## src/rtl/rrts_pkg.sv

```systemverilog
`default_nettype none
package rrts_pkg;
    localparam int SLOTS_DEF = 16;

    localparam logic [2:0] MODE_CREATE_K = 3'd0;
    localparam logic [2:0] MODE_CREATE_U = 3'd1;
    localparam logic [2:0] MODE_START    = 3'd2;
    localparam logic [2:0] MODE_TICK     = 3'd3;
    localparam logic [2:0] MODE_EXIT     = 3'd4;

    localparam logic [1:0] ST_UNUSED  = 2'd0;
    localparam logic [1:0] ST_READY   = 2'd1;
    localparam logic [1:0] ST_RUNNING = 2'd2;

    localparam logic [1:0] STAT_OK      = 2'd0;
    localparam logic [1:0] STAT_FULL    = 2'd1;
    localparam logic [1:0] STAT_NORUN   = 2'd2;
    localparam logic [1:0] STAT_NOUSER  = 2'd3;

    // classified command handed from front to back
    typedef struct packed {
        logic [2:0]  mode;
        logic [47:0] frame;
        logic [51:0] root;
        logic [47:0] handle;
    } t_cmd;

    typedef struct packed {
        logic [3:0]  slot;
        logic [1:0]  status;
        logic        switched;
        logic [63:0] resume_value;
        logic        load_root;
        logic [51:0] root_value;
        logic        free_space;
        logic [47:0] freed_handle;
    } t_res;
endpackage
`default_nettype wire

```

## src/rtl/rrts_front.sv

```systemverilog
`default_nettype none
// Command queue: two-entry FIFO between the port and the slot engine.
module rrts_front (
    input  wire logic         i_clk,
    input  wire logic         i_rst_n,
    input  wire logic         i_push,
    input  wire rrts_pkg::t_cmd i_cmd,
    output logic              o_full,
    output logic              o_valid,
    output rrts_pkg::t_cmd    o_cmd,
    input  wire logic         i_pop
);
    import rrts_pkg::*;
    t_cmd r_q [2];
    logic r_wp, r_rp;
    logic [1:0] r_cnt;

    always_ff @(posedge i_clk) begin
        if (!i_rst_n) begin
            r_wp <= 1'b0;
            r_rp <= 1'b0;
            r_cnt <= '0;
        end else begin
            if (i_push) begin
                r_q[r_wp] <= i_cmd;
                r_wp <= ~r_wp;
            end
            if (i_pop) r_rp <= ~r_rp;
            r_cnt <= r_cnt + {1'b0, i_push} - {1'b0, i_pop};
        end
    end
    assign o_full  = r_cnt[1];
    assign o_valid = (r_cnt != 2'd0);
    assign o_cmd   = r_q[r_rp];
endmodule
`default_nettype wire

```

## src/rtl/rrts_back.sv

```systemverilog
`default_nettype none
// Slot engine: searches run one slot per cycle.
module rrts_back #(
    parameter int SLOTS = rrts_pkg::SLOTS_DEF
) (
    input  wire logic           i_clk,
    input  wire logic           i_rst_n,
    input  wire logic [51:0]    i_kroot,
    input  wire logic           i_valid,
    input  wire rrts_pkg::t_cmd i_cmd,
    output logic                o_pop,
    output logic                o_strobe,
    output rrts_pkg::t_res      o_res
);
    import rrts_pkg::*;
    localparam int IW = $clog2(SLOTS);
    localparam int CW = $clog2(SLOTS + 1);

    localparam logic [2:0] S_IDLE = 3'd0;
    localparam logic [2:0] S_SCAN = 3'd1;
    localparam logic [2:0] S_FIN  = 3'd2;
    localparam logic [2:0] S_OUT  = 3'd3;

    logic [2:0]  r_state, n_state;
    logic [1:0]  r_sst   [SLOTS];
    logic [47:0] r_frame [SLOTS];
    logic [51:0] r_root  [SLOTS];
    logic        r_user  [SLOTS];
    logic        r_start [SLOTS];
    logic [47:0] r_hdl   [SLOTS];
    logic [31:0] r_tick  [SLOTS];
    logic        r_has;
    logic [IW-1:0] r_cur, r_last;
    logic [CW-1:0] r_live;

    t_cmd          r_cmd;
    logic [IW-1:0] r_idx;
    logic [CW-1:0] r_n;
    logic          r_found;
    t_res          r_res;
    logic          r_stb;

    logic [IW-1:0] w_next;
    logic          w_hit;

    always_comb begin
        w_hit = 1'b0;
        unique case (r_cmd.mode)
            MODE_CREATE_K, MODE_CREATE_U: w_hit = (r_sst[r_idx] == ST_UNUSED);
            MODE_START: w_hit = (r_sst[r_idx] == ST_READY);
            default: w_hit = (r_sst[r_idx] == ST_READY) || (r_sst[r_idx] == ST_RUNNING);
        endcase
        w_next = (r_idx == IW'(SLOTS - 1)) ? '0 : r_idx + 1'b1;
    end

    always_comb begin
        n_state = r_state;
        unique case (r_state)
            S_IDLE: if (i_valid) n_state = S_SCAN;
            S_SCAN: if (w_hit || r_n == CW'(SLOTS - 1)) n_state = S_FIN;
            S_FIN:  n_state = S_OUT;
            S_OUT:  n_state = S_IDLE;
            default: n_state = S_IDLE;
        endcase
    end

    assign o_pop    = (r_state == S_IDLE) && i_valid;
    assign o_strobe = r_stb;
    assign o_res    = r_res;

    always_ff @(posedge i_clk) begin
        if (!i_rst_n) begin
            r_state <= S_IDLE;
            r_has <= 1'b0;
            r_cur <= '0;
            r_last <= '0;
            r_live <= '0;
            r_stb <= 1'b0;
            r_found <= 1'b0;
            for (int k = 0; k < SLOTS; k++) begin
                r_sst[k] <= ST_UNUSED;
                r_frame[k] <= '0;
                r_root[k] <= '0;
                r_user[k] <= 1'b0;
                r_start[k] <= 1'b0;
                r_hdl[k] <= '0;
                r_tick[k] <= '0;
            end
        end else begin
            r_state <= n_state;
            r_stb <= 1'b0;
            unique case (r_state)
                S_IDLE: if (i_valid) begin
                    r_cmd <= i_cmd;
                    r_n <= '0;
                    r_found <= 1'b0;
                    r_res <= '0;
                    // linear searches start at 0, round robin after last pick
                    if (i_cmd.mode == MODE_TICK || i_cmd.mode == MODE_EXIT)
                        r_idx <= (r_last == IW'(SLOTS - 1)) ? '0 : r_last + 1'b1;
                    else
                        r_idx <= '0;
                    // exit frees the slot before searching
                    if (i_cmd.mode == MODE_EXIT && r_has && r_user[r_cur]) begin
                        r_sst[r_cur] <= ST_UNUSED;
                    end
                end
                S_SCAN: begin
                    if (w_hit) r_found <= 1'b1;
                    else begin
                        r_idx <= w_next;
                        r_n <= r_n + 1'b1;
                    end
                end
                S_FIN: begin
                    unique case (r_cmd.mode)
                        MODE_CREATE_K, MODE_CREATE_U: begin
                            if (r_found) begin
                                r_sst[r_idx] <= ST_READY;
                                r_frame[r_idx] <= r_cmd.frame;
                                r_tick[r_idx] <= '0;
                                r_root[r_idx] <= r_cmd.mode[0] ? r_cmd.root : i_kroot;
                                r_user[r_idx] <= r_cmd.mode[0];
                                r_start[r_idx] <= 1'b0;
                                r_hdl[r_idx] <= r_cmd.mode[0] ? r_cmd.handle : '0;
                                r_live <= r_live + 1'b1;
                                r_res.slot <= 4'(r_idx);
                            end else r_res.status <= STAT_FULL;
                        end
                        MODE_START: begin
                            if (r_found) begin
                                r_has <= 1'b1;
                                r_cur <= r_idx;
                                r_sst[r_idx] <= ST_RUNNING;
                                r_start[r_idx] <= 1'b1;
                                r_res.slot <= 4'(r_idx);
                                r_res.switched <= 1'b1;
                                r_res.resume_value <= {16'd0, r_frame[r_idx]};
                                r_res.load_root <= (r_root[r_idx] != '0);
                                r_res.root_value <= r_root[r_idx];
                            end else r_res.status <= STAT_NORUN;
                        end
                        MODE_TICK: if (r_has) begin
                            r_frame[r_cur] <= r_cmd.frame;
                            r_tick[r_cur] <= r_tick[r_cur] + 32'd1;
                            if (r_live > CW'(1) && r_found) r_last <= r_idx;
                            if (r_live > CW'(1) && r_found && r_idx != r_cur) begin
                                r_sst[r_cur] <= ST_READY;
                                r_cur <= r_idx;
                                r_sst[r_idx] <= ST_RUNNING;
                                r_start[r_idx] <= 1'b1;
                                r_res.slot <= 4'(r_idx);
                                r_res.switched <= 1'b1;
                                r_res.load_root <= (r_root[r_idx] != '0);
                                r_res.root_value <= r_root[r_idx];
                                r_res.resume_value <= {~r_start[r_idx] & ~r_user[r_idx],
                                    ~r_start[r_idx] & r_user[r_idx], 14'd0,
                                    r_frame[r_idx]};
                            end else r_res.slot <= 4'(r_cur);
                        end
                        MODE_EXIT: begin
                            if (!r_has || !r_user[r_cur]) r_res.status <= STAT_NOUSER;
                            else begin
                                r_res.free_space <= 1'b1;
                                r_res.freed_handle <= r_hdl[r_cur];
                                r_hdl[r_cur] <= '0;
                                r_live <= r_live - 1'b1;
                                if (!r_found) begin
                                    r_has <= 1'b0;
                                    r_res.status <= STAT_NORUN;
                                end else begin
                                    r_last <= r_idx;
                                    r_cur <= r_idx;
                                    r_sst[r_idx] <= ST_RUNNING;
                                    r_start[r_idx] <= 1'b1;
                                    r_res.slot <= 4'(r_idx);
                                    r_res.switched <= 1'b1;
                                    r_res.load_root <= 1'b1;
                                    r_res.root_value <= r_root[r_idx];
                                    r_res.resume_value <= {~r_start[r_idx] & ~r_user[r_idx],
                                        ~r_start[r_idx] & r_user[r_idx], 14'd0,
                                        r_frame[r_idx]};
                                end
                            end
                        end
                        default: ;
                    endcase
                end
                S_OUT: r_stb <= 1'b1;
                default: ;
            endcase
        end
    end
endmodule
`default_nettype wire

```

## src/rtl/round_robin_task_scheduler.sv

```systemverilog
// channel | direction | handshake         | payload
// cmd     | in        | i_start & !o_busy | i_mode, i_frame_addr, i_space_root_in,
//         |           |                   | i_space_handle_in
// result  | out       | o_done, one cycle | o_slot .. o_freed_handle
// config  | in        | i_cfg_we          | i_cfg_data (kernel_space_root)
// In the slot engine an item is taken from the queue in IDLE, the slot search
// in SCAN visits one slot per cycle, then FIN updates the table and result and
// OUT raises the strobe; o_done follows in the next cycle.
// Two items may wait in the command queue; o_busy rises when it is full.
// Reset is synchronous; the table is cleared at once, no clearing pass.
// The receiver cannot stall: o_done marks each result for one cycle.
`default_nettype none
module round_robin_task_scheduler #(
    parameter int SLOTS = rrts_pkg::SLOTS_DEF
) (
    input  wire logic        i_clk,
    input  wire logic        i_rst_n,
    input  wire logic        i_cfg_we,
    input  wire logic [51:0] i_cfg_data,
    input  wire logic        i_start,
    output logic             o_busy,
    input  wire logic [2:0]  i_mode,
    input  wire logic [47:0] i_frame_addr,
    input  wire logic [51:0] i_space_root_in,
    input  wire logic [47:0] i_space_handle_in,
    output logic             o_done,
    output logic [3:0]       o_slot,
    output logic [1:0]       o_status,
    output logic             o_switched,
    output logic [63:0]      o_resume_value,
    output logic             o_load_root,
    output logic [51:0]      o_root_value,
    output logic             o_free_space,
    output logic [47:0]      o_freed_handle
);
    import rrts_pkg::*;
    logic [51:0] r_kroot;
    t_cmd w_in, w_q;
    t_res w_res;
    logic w_full, w_valid, w_pop;

    always_ff @(posedge i_clk) begin
        if (!i_rst_n) r_kroot <= '0;
        else if (i_cfg_we) r_kroot <= i_cfg_data;
    end

    assign w_in = '{mode: i_mode, frame: i_frame_addr, root: i_space_root_in,
                    handle: i_space_handle_in};
    assign o_busy = w_full;

    rrts_front u_front (
        .i_clk(i_clk), .i_rst_n(i_rst_n), .i_push(i_start && !w_full), .i_cmd(w_in),
        .o_full(w_full), .o_valid(w_valid), .o_cmd(w_q), .i_pop(w_pop)
    );

    rrts_back #(.SLOTS(SLOTS)) u_back (
        .i_clk(i_clk), .i_rst_n(i_rst_n), .i_kroot(r_kroot), .i_valid(w_valid),
        .i_cmd(w_q), .o_pop(w_pop), .o_strobe(o_done), .o_res(w_res)
    );

    assign o_slot = w_res.slot;
    assign o_status = w_res.status;
    assign o_switched = w_res.switched;
    assign o_resume_value = w_res.resume_value;
    assign o_load_root = w_res.load_root;
    assign o_root_value = w_res.root_value;
    assign o_free_space = w_res.free_space;
    assign o_freed_handle = w_res.freed_handle;
endmodule
`default_nettype wire

```

## config.mk

```make
export PLATFORM = sky130hd
export DESIGN_NAME = round_robin_task_scheduler
export DESIGN_NICKNAME = d
export VERILOG_FILES = /design/src/rtl/rrts_pkg.sv /design/src/rtl/rrts_front.sv /design/src/rtl/rrts_back.sv /design/src/rtl/round_robin_task_scheduler.sv
export SDC_FILE = /design/constraint.sdc
export NUM_CORES = 2
export LEC_CHECK = 0
export BUFFER_PORTS_ARGS = -buffer_cell sky130_fd_sc_hd__buf_2
export CAP_MARGIN = 5
export CORE_MARGIN = 1.5
export CORE_UTILIZATION = 35
export CTS_BUF_LIST = sky130_fd_sc_hd__clkbuf_8 sky130_fd_sc_hd__clkbuf_16
export CTS_CLUSTER_DIAMETER = 30
export DETAILED_ROUTE_END_ITERATION = 16
export GPL_ROUTABILITY_DRIVEN = 0
export PLACE_DENSITY = 0.59
export SYNTH_ARGS = -nofsm -noshare
export SYNTH_HDL_FRONTEND = slang
export SYNTH_HIERARCHICAL = 1
export SYNTH_SLANG_ARGS = --single-unit
```

## constraint.sdc

```tcl
create_clock -name i_clk -period 17.5 [get_ports i_clk]
set_input_delay 0.875 -clock i_clk [delete_from_list [all_inputs] [get_ports i_clk]]
set_output_delay 0.875 -clock i_clk [all_outputs]
set_load 0.005 [all_outputs]
```

Yosys cells after proc, flatten, opt, wreduce, memory -nomap -nowiden

Memories as Yosys holds them, arrays and structs flattened. A register that Yosys moved wholly into a read port is not among the register bits.
Cells that the tools add are included.
Widths: inputs -> output; s select.

Add/subtract/negate cells: 7
Multipliers: 0
Div/mod/pow operators: 0
Order comparisons: 1
Eq/ne operators: 37
Shift operators: 0
Mux-type cells: 136
Bitwise gates (word level): 13
Reductions and logical operators: 47

Operators with widths:

| kind               | number |
|---|---|
| $mux 118           | 4 |
| $pmux 118 s3       | 1 |
| $pmux 173 s2       | 1 |
| $mux 48            | 5 |
| $reduce_or 48->1   | 4 |
| $mux 173           | 1 |
| $mux 167           | 1 |
| $mux 4             | 33 |
| $mux 52            | 2 |
| $mux 1             | 61 |
| $reduce_bool 52->1 | 1 |
| $reduce_or 52->1   | 1 |
| $mux 49            | 1 |
| $pmux 4 s3         | 2 |
| $mux 5             | 4 |
| $pmux 5 s2         | 2 |
| $mux 2             | 9 |
| $ne 2x1->1 const B | 9 |
| $pmux 4 s2         | 2 |
| $eq 3x2->1 const B | 5 |
| $reduce_and 5->1   | 3 |
| $ne 3x2->1 const B | 4 |
| $reduce_and 4->1   | 3 |
| $reduce_and 6->1   | 2 |
| 37 further kinds   | 80 |

Flip-flop bits (word level): 408
Latch bits: 0
Bits in writable memories: 2734
ROM bits: 0
Input bits: 207
Output and inout bits: 175
Word-level logic and storage cells: 273
Memories kept: 7

Memory list:

| memory         | words | bits a word | rd ports | clocked after memory_dff | write ports | RTL line         | source |
|---|---|---|---|---|---|---|---|
| u_back.r_root  | 16    | 52          | 1        | 1                        | 16          | rrts_back.sv:27  | `logic [51:0] r_root [SLOTS];` |
| u_back.r_frame | 16    | 48          | 1        | 1                        | 16          | rrts_back.sv:26  | `logic [47:0] r_frame [SLOTS];` |
| u_back.r_hdl   | 16    | 48          | 1        | 1                        | 16          | rrts_back.sv:30  | `logic [47:0] r_hdl [SLOTS];` |
| u_front.r_q    | 2     | 151         | 1        | 1                        | 1           | rrts_front.sv:14 | `t_cmd r_q [2];` |
| u_back.r_sst   | 16    | 2           | 1        | 1                        | 16          | rrts_back.sv:25  | `logic [1:0] r_sst [SLOTS];` |
| u_back.r_start | 16    | 1           | 1        | 1                        | 16          | rrts_back.sv:29  | `logic r_start [SLOTS];` |
| +1 memories    | -     | -           | -        | -                        | -           | -                |  |

Logic depth before layout (Yosys ltp)

Depth after elaboration: 13
Gate-level depth with buffers: 13
Gate-level depth less buffers: 9

Hierarchy

Netlist, hierarchy kept.

By module, submodules not included:

| module                     | instances | cells each | area an instance (µm²) | sequential area each (µm²) |
|---|---|---|---|---|
| rrts_back                  | 1         | 7436       | 117969.4               | 82809.4 |
| rrts_front                 | 1         | 491        | 11484.8                | 9168.8 |
| round_robin_task_scheduler | 1         | 168        | 1998.2                 | 1041.0 |

Worst setup path before layout

Ideal clock, no wire load.

Kind: input to register
From: input port i_start
To: memory u_front/r_q[0][0] (netlist bit), enable pin
Library setup time: 0.663 ns
Data arrival time: 7.458 ns
Setup slack: 9.379 ns
Stages: 3
Buffers on the path: 0
Cell sequence: nor2b_1 -> nand2_1 -> nor2_1

Cells in the longest elaborated chain, start to end: 4

Ends and longest elaborated chain:

| element                      | RTL line                         | source |
|---|---|---|
| start, declared              | round_robin_task_scheduler.sv:20 | `input wire logic i_start,` |
| $logic_and 1x1->1            | round_robin_task_scheduler.sv:52 | `.i_clk(i_clk), .i_rst_n(i_rst_n), .i_push(i_start && !w_full), .i_cmd(w_in),` |
| $mux 1                       | rrts_front.sv:24                 | `if (i_push) begin` |
| $mux 1                       | rrts_front.sv:19                 | `if (!i_rst_n) begin` |
| $mux 1 (not written as such) | rrts_front.sv:25                 | `r_q[r_wp] <= i_cmd;` |
| end, declared                | rrts_front.sv:14                 |  |

Every way passes these cells.

==> metrics.txt <==
Inserted Clock Buffers 658; H-tree lvl count 6; Int Pwr 18.8 mW; placed instance count 13000; drt first pass iters 8; Leak 57.8 nW; area grow syn2layout 24.3%; Yosys warnings 6; largest net degree at the start of global routing 83; crit path kind reg2reg; Crit Path Max Fanout 60; Synth Flop Type edfxtp_1; vias after detailed routing 76900; CTS Sinks 3136; Post-synth EDFFs 3021; slew of the pin with the lowest slew margin 1290 ps; dpl hpwl 208000 um; most frequent cells after synthesis edfxtp_1 (3021), nor2_1 (1646), and2_1 (884), mux4_2 (714), clkbuf_1 (502); vias in the first global route 80200; Final Max Tran Viols 0; CP top delay family buffers and inverters; Finished Layout Cells 14300; min Tclk post-route 5890 ps; GRT Overall Usage 0.208; Synth cell types 65; Gate power share 0.149; Post-DP Area 139000 sq um; Worst EP required 18380 ps; maximum vdd drop 0.109 mV; Setup Viol. Count Final 0; Post-Syn Instances 8095; Cell Area, Synth 131000 sq um; sequential fraction of the synthesis area 0.708; count leader, synth edfxtp_1; first-pass GRT wire length 570000 um; sequential cell area 93100 sq um; Fin Setup TNS 0 ps; initial antenna violation count 35; clock latency on the worst-skew pair 1070 ps; cell taking the most area after synthesis edfxtp_1; global-route congestion overflow total 0; final worst slack 11610 ps; Synth Register Bits 3136; max_slew headroom 0.115; vias per inst 5.38; DIE AREA 379000 sq um; Die X 616 um; Largest stage delay, worst path 1020 ps; max cap viols 0; RSZ-0062 raised after global routing no; chip height 616 um; slowest stage cell, crit path dfxtp_4; CP Buf/Inv Count 2; fill count 32300; clk_skew 99.7 ps; CTS Hold Buffers Added 96; Clock power frac 0.492; cell area after layout 163000 sq um; share of layout cells above drive strength 1 0.284; Setup crit end kind register; Final period util 0.337; multi-input logic area 36500 sq um; area of the core 373000 sq um; postcts setup bufs 0; worst slack, placed 11690 ps; clock slew seen by the registers of the worst setup and hold paths 40 ps; post-cts resize count 0; Async SR Flop Fraction 0; port bufs 367; status complete, no violations; drt total wl 403000 um; initial drt markers 9232; routed len/inst 28.2 um; NetSw 6.96 mW; CTS tree yes; power per standard cell area 158 nW/um^2; DR DRC count 0; Hold Fails Final Rpt 0; layout net count 8976; switching part of the total power 0.270; CP Launch Type register; Overall Power 25.7 mW; Hold WC Path Type in2reg; Reg power frac 0.359; Std-Cell Rows 224; CTS Buffer Depth 4; synth top area cells edfxtp_1 (69%), mux4_2 (12%), nor2_1 (4.7%); critical path arrival 6780 ps; Top Ports 382; Syn Area/Cell 16.2 sq um; crit path cell chain buf_4 > buf_4 > mux4_2 > mux4_2 > ha_1 > o22a_1 > o22a_1 > a211oi_2 > mux2_2; Root Driver clkbuf_16; post-synth top area share 0.690; Highest Clock Rate 170 MHz; Initial Utilization 0.352; number of nets still failing antenna checks after routing 0
[cell usage in the layout (no fill, tap or decap), types with 109 or more instances in the layout]
| master | synthesis | final |
|---|---|---|
| clkbuf_16 | 0 | 666 |
| inv_1 | 24 | 109 |
| nor2_1 | 1646 | 1626 |
| buf_2 | 61 | 365 |
| mux2i_1 | 115 | 109 |
| nand2_1 | 163 | 132 |
| buf_4 | 24 | 216 |
| and2_1 | 884 | 883 |
| mux4_2 | 714 | 714 |
| edfxtp_1 | 3021 | 3021 |
[power by group through the flow]
stage          combinational (mW)  clock (mW)  sequential (mW)
6_report                     3.84        12.7             9.25
5_1_grt                      4.06        13.2             9.29
2_1_floorplan                2.57           0             9.11
3_3_place_gp                 3.82           0             9.36
4_1_cts                      3.88        12.8             9.26
3_5_place_dp                 3.85           0             9.38
[routing by layer]
metal / wire length [um] / part of all wire / vias up / track usage
met4: 14400 / 0.036 / 12 / 0.0777
li1: - / - / 31800 / -
met1: 155000 / 0.38 / 40200 / 0.268
met2: 199000 / 0.49 / 4164 / 0.351
met5: 70 / 0.00017 / - / 0
met3: 35400 / 0.088 / 772 / 0.0360
[path summary, 6_finish.rpt]
check | cells past startpoint | endpoint | slack [ps] | start
worst min register to register | 2 | u_back/r_start[13] | 460 | u_back/r_start[13]
worst max register to register | 9 | register | 11610 | register
worst min-delay path | 1 | u_front/r_q[1][66] | 60 | i_space_root_in[18]
worst max-delay path | 9 | register | 11610 | register
[state kept, by name (all words and copies together), names as in the netlist, 16 cells and up, named ones only]
register,flops
u_back/r_root,832
u_back/r_frame,768
u_back/r_hdl,768
u_front/r_q,302
u_back/o_res,159
u_back/r_cmd,151
r_kroot,52
u_back/r_sst,32
u_back/r_start,16
u_back/r_user,16
[cell type report]
class,count,area share
Antenna cell,11,0.000169
Clock buffer,678,0.103
Sequential cell,3136,0.570
Inverter,25,0.000575
Multi-Input combinational cell,4250,0.224
Clock inverter,538,0.0377
Tap cell,4972,0.0381
Timing Repair Buffer,679,0.0272
[logic make-up after synthesis]
family | Yosys count | synth area share
buffers and inverters | 722 | 0.0231
other | 1 | 0.0000285
muxes | 982 | 0.147
xor gates and xnor gates | 16 | 0.00117
DFF | 3136 | 0.708
and+or+nand+nor | 2919 | 0.104
adders and majority gates | 19 | 0.00181
AOI/OAI and AO/OA | 300 | 0.0157
[worst reg2reg max path, cell delays in order, from the launching register on]
cell	delay, ps
dfxtp_4	1020
buf_4	900
buf_4	920
mux4_2	450
mux4_2	500
ha_1	200
o22a_1	150
o22a_1	240
a211oi_2	950
mux2_2	420
[through the flow]
stage / utilization / hold WS (ps)
2_1_floorplan: - / 421
3_3_place_gp: 0.373 / 441
3_5_place_dp: 0.373 / 446
4_1_cts: 0.438 / 0.212
5_1_grt: 0.438 / 28.5
6_report: 0.438 / 63.6
(Power assumes the default switching activity.)
